`config.mk`:
```
export PLATFORM = sky130hd
export DESIGN_NAME = pdme_front
export DESIGN_NICKNAME = d
export VERILOG_FILES = /design/src/pdme_pkg.sv /design/src/pdme_front.sv
export SDC_FILE = /design/constraint.sdc
export NUM_CORES = 1
export LEC_CHECK = 0
export ABC_CLOCK_PERIOD_IN_PS = 9700
export BUFFER_PORTS_ARGS = -buffer_cell sky130_fd_sc_hd__buf_2
export CAP_MARGIN = 15
export CORE_MARGIN = 2
export CORE_UTILIZATION = 40
export DETAILED_ROUTE_END_ITERATION = 12
export GPL_TIMING_DRIVEN = 1
export PLACE_DENSITY = 0.69
export SETUP_SLACK_MARGIN = 0.15
export SYNTH_ARGS = -nofsm -noshare
export SYNTH_HDL_FRONTEND = slang
export SYNTH_SLANG_ARGS = --single-unit
export TNS_END_PERCENT = 10
```
`constraint.sdc`:
```
create_clock -name clk -period 9.7 [get_ports clk]
set_input_delay 0 -clock clk [delete_from_list [all_inputs] [get_ports clk]]
set_output_delay 0 -clock clk [all_outputs]
set_load 0.03 [all_outputs]
```
`src/pdme_pkg.sv`:
```
// ----------------------------------------------------------------------------
// pdme_pkg
// Shared types, constants and helpers of the piecewise delay model evaluator.
// ----------------------------------------------------------------------------
package pdme_pkg;

	localparam int SEGMENTS  = 64;
	localparam int MAX_TERMS = 6;
	localparam int SEG_W     = $clog2(SEGMENTS);
	localparam int TERM_W    = 3;
	localparam int PSEL_W    = 2;
	localparam int NRES      = 5;
	localparam int CA_W      = SEG_W + PSEL_W + TERM_W;

	// one day in 2^-16 s ticks
	localparam logic signed [34:0] DAY_TICKS = 35'sd5662310400;

	localparam logic [1:0] CMD_HDR   = 2'd0;
	localparam logic [1:0] CMD_COEF  = 2'd1;
	localparam logic [1:0] CMD_QUERY = 2'd2;

	localparam logic signed [63:0] S64_MAX = {1'b0, {63{1'b1}}};
	localparam logic signed [63:0] S64_MIN = {1'b1, {63{1'b0}}};

	typedef struct packed {
		logic [1:0]         cmd;
		logic [SEG_W-1:0]   seg_index;
		logic [PSEL_W-1:0]  poly_select;
		logic [TERM_W-1:0]  term_index;
		logic signed [63:0] coeff_value;
		logic [17:0]        day;
		logic [32:0]        time_in_day;
		logic [15:0]        duration_s;
		logic [2:0]         poly_order;
		logic [5:0]         antenna;
		logic [9:0]         source;
		logic               any_source;
	} item_t;

	// k * c with saturation to the signed 64-bit range, k up to 7
	function automatic logic signed [63:0] sat_weight(input logic signed [63:0] c,
		input logic [2:0] k);
		logic signed [67:0] p;
		p = c * $signed({1'b0, k});
		if (p > 68'sd9223372036854775807)
			return S64_MAX;
		else if (p < -68'sd9223372036854775808)
			return S64_MIN;
		else
			return p[63:0];
	endfunction

endpackage

```
`src/pdme_front.sv`:
```
// ----------------------------------------------------------------------------
// pdme_front
// Input side: takes transactions, drops those with no effect, queues the rest.
// ----------------------------------------------------------------------------
module pdme_front import pdme_pkg::*; (
	input  logic  clk,
	input  logic  arst_n,
	input  logic  in_valid,
	output logic  in_ready,
	input  item_t in_item,
	output logic  q_valid,
	input  logic  q_ready,
	output item_t q_item
);

	item_t      fifo_q [2];
	logic       wr_q, rd_q;
	logic [1:0] cnt_q;
	logic       keep, push, pop;

	// unused command and out-of-range terms change nothing
	assign keep = (in_item.cmd == CMD_HDR) || (in_item.cmd == CMD_QUERY) ||
		((in_item.cmd == CMD_COEF) && (in_item.term_index < TERM_W'(MAX_TERMS)));

	assign in_ready = (cnt_q != 2'd2);
	assign push     = in_valid && in_ready && keep;
	assign q_valid  = (cnt_q != 2'd0);
	assign pop      = q_valid && q_ready;
	assign q_item   = fifo_q[rd_q];

	always_ff @(posedge clk) begin
		if (push)
			fifo_q[wr_q] <= in_item;
	end

	always_ff @(posedge clk or negedge arst_n) begin
		if (!arst_n) begin
			wr_q  <= 1'b0;
			rd_q  <= 1'b0;
			cnt_q <= 2'd0;
		end else begin
			if (push)
				wr_q <= ~wr_q;
			if (pop)
				rd_q <= ~rd_q;
			cnt_q <= cnt_q + {1'b0, push} - {1'b0, pop};
		end
	end

endmodule

```
==> reports/qor.log <==
qor: setup_path.critical_path_arrival 2890 ps
qor: yosys.synth-seq-cells 332
qor: routing.remaining_drc_errors 0
qor: clock_tree.cts_tree done
qor: setup_path.worstSetupPathType reg -> reg
qor: power_and_ir_drop.share_clk_of_total_power 0.254
qor: global_route.number_of_global_route_vias_before_repair 7318
qor: clock_tree.cts_setup_buffers 0
qor: global_route.grt_first_pass_wirelength 37500 um
qor: floorplan.floorplan.die.width 178 um
qor: power_and_ir_drop.power.net_switching 1.63 mW
qor: power_and_ir_drop.seq_power_share 0.404
qor: status.run_status finished clean
qor: power_and_ir_drop.internal_power 3.16 mW
qor: setup_path.crit_path_max_fanout 72
qor: global_route.global_route.overflow_total 0
qor: yosys.synth.top_cell.area_share 0.814
qor: yosys.post_synthesis_cell_type_count 15
qor: global_route.grt_start_max_net_pins 73
qor: setup_path.critical_path_buf_inv_count 1
qor: floorplan.die_h 178 um
qor: clock_tree.cts_buffer_depth 3
qor: job.cap_violations 0
qor: yosys.synth.cell_area 12100 um2
qor: power_and_ir_drop.p_comb_frac 0.342
qor: routing.routed-via-count 6799
qor: setup_path.worst_ep_required_time 9810 ps
qor: setup_path.worst_setup_path_end_kind register
qor: timing.timing.final.crit_share 0.287
qor: global_route.grt_antenna_before_repair 0
qor: place.numPortBuffers 333
qor: timing.report.final.hold_viol_count 0
qor: timing.slew_headroom 0.336
qor: power_and_ir_drop.p_per_area 284 nW/um2
qor: power_and_ir_drop.ir_worst_vdd 0.223 mV
qor: setup_path.cpMaxStageDelayCell buf_4
qor: routing.postRouteWirelength 25200 um
qor: place.detailedPlacementHpwl 14900 um
qor: clock_tree.hold_bufs_inserted_after_cts 168
qor: floorplan.placeableCoreArea 29700 um2
qor: floorplan.floorplan_die_area 31700 um2
qor: yosys.synth_commonest_cells edfxtp_1, mux2_2, buf_6
qor: yosys.synth_nets 700
qor: yosys.synth_edf_count 328
qor: timing.transition_time_at_the_pin_with_the_least_slew_margin 996 ps
qor: finish.antenna-diode-count 0
qor: setup_path.critical_path.max_stage_delay 870 ps
qor: clock_tree.cts.clk_slew.worst_paths 60 ps
qor: routing.detailedRoute.firstIterationViolations 323
qor: yosys.synth.yosys.seq_area_share 0.822
qor: finish.syn2layout_area_growth 39.3%
qor: setup_path.critPathLaunchType register
qor: finish.drive_gt1_frac 0.512
qor: yosys.postSynth.asyncResetShare 0.0120
qor: timing.max_freq 0.359 GHz
qor: routing.drtAntennaViolNets 0
qor: finish.design.final.nets 1225
qor: setup_path.critical_path.cell_chain nand2b_1 -> o211ai_1 -> nor2_4 -> buf_4
qor: clock_tree.clock_root_buffer_master clkbuf_16
qor: timing.finalClockSkew 12.7 ps
qor: power_and_ir_drop.switching_share 0.340
qor: floorplan.initial_cell_density_of_the_core 0.407
qor: finish.fillCellCount 2217
qor: clock_tree.cts_htree_levels 2
qor: global_route.grt_usage 0.153
qor: yosys.synthCells 530
qor: floorplan.std_cell_rows 63
qor: place.finalWeightedCongestion 0.732
qor: timing.layout_min_cycle_time 2780 ps
qor: power_and_ir_drop.report.power.total 4.79 mW
qor: clock_tree.clkLatencyLatePin 500 ps
qor: yosys.synth.avg_cell_area 22.8 um2
qor: setup_path.critical_path.top_delay_family buffers and inverters
qor: power_and_ir_drop.p_leak 6.33 nW
qor: clock_tree.tritoncts.num_buffers 34
qor: timing.rsz0062_at_grt no
qor: routing.routed_via_density 4.63
qor: floorplan.top_level_ports 334
qor: clock_tree.sinks_on_clock_net 332
qor: hold_path.min_path_type in -> reg
qor: yosys.yosysMostFrequentCell edfxtp_1
qor: timing.report.final.setup_viol 0
qor: timing.drv_slew 0
qor: yosys.yosys_warnings 0
qor: yosys.netlist_top_cells_area edfxtp_1, mux2_2, buf_6
qor: yosys.yosysTopAreaCell edfxtp_1
qor: timing.tns 0 ps
qor: routing.avgRoutedWirePerCell 17.1 um
qor: yosys.ys_dominant_reg_cell edfxtp_1
qor: routing.drtPass1Iterations 4
qor: clock_tree.postCtsResizedCells 0
[state kept, by name (all words and copies together) (netlist names)]
register  count
wr_q          1
rd_q          1
fifo_q      328
cnt_q         2
[path summary, 6_finish.rpt]
path / depth (start not counted) / slack [ps] / from / endpoint
hold / removal: 2 / 220 / in_item[150] / fifo_q[1][150]
min in group asynchronous: 3 / 390 / arst_n / wr_q
setup / recovery: 4 / 6920 / cnt_q[0] / fifo_q[0][46]
hold reg to reg: 1 / 500 / cnt_q[1] / cnt_q[1]
setup reg to reg: 4 / 6920 / cnt_q[0] / fifo_q[0][46]
max in group asynchronous: 3 / 9100 / arst_n / rd_q
[power groups by stage]
stage	combinational [mW]	sequential (mW)	clock [mW]
6_report	1.64	1.94	1.22
5_1_grt	1.73	1.96	1.31
4_1_cts	1.65	1.94	1.26
3_5_place_dp	1.59	1.96	0
3_3_place_gp	1.59	1.95	0
2_1_floorplan	1.23	1.99	0
[cells by family after synthesis]
group | count (synthesis) | share of synthesized area
AOI/OAI and AO/OA | 2 | 0.00103
xor gates and xnor gates | 4 | 0.00289
adders and majority gates | 2 | 0.00207
buffers and inverters | 21 | 0.0172
DFF | 332 | 0.822
muxes | 164 | 0.153
and+or+nand+nor | 5 | 0.00238
[cell type report]
type                            count  area [um2]  area share
Clock inverter                     13        82.6     0.00490
Multi-Input combinational cell    177        1960       0.116
Sequential cell                   332        9950       0.590
Clock buffer                       48         977      0.0579
Tap cell                          390         488      0.0289
Timing Repair Buffer              507        3390       0.201
Inverter                            3        11.3    0.000668
[placed cells by master, fill, tap and decap left out]
cell type      count
nand2b_1           1
or2_2              1
clkbuf_8           1
inv_1              3
buf_2            333
o211ai_1           1
bufinv_16          1
dfrtp_4            1
xor2_1             1
buf_4              6
clkbuf_16         37
ha_1               2
and2_4             1
clkinv_2           6
dlygate4sd3_1    168
edfxtp_1         328
xnor2_1            3
clkinv_1           6
nor2_4             2
clkbuf_1          10
mux2_2           164
dfrtp_1            3
a21oi_1            1
[routing by layer]
layer,global-route usage,part of all wire
met5,0,0
met4,0.0577,0.033
met3,0.0413,0.072
met2,0.274,0.51
met1,0.175,0.38
[through the flow]
stage / setup WS [ps] / hold slack, ps / util / instance area, um2 / instances
6_report: 6920 / 224 / 0.568 / 16900 / 1470
5_1_grt: 6770 / 214 / 0.568 / 16900 / 1470
4_1_cts: 6950 / 197 / 0.568 / 16900 / 1470
3_5_place_dp: 6960 / -188 / 0.475 / 14100 / 1241
3_3_place_gp: 6990 / -191 / 0.475 / 14100 / 1241
2_1_floorplan: 1270 / -296 / - / 12100 / 530
Note: power is estimated with default switching activity, not from simulation.
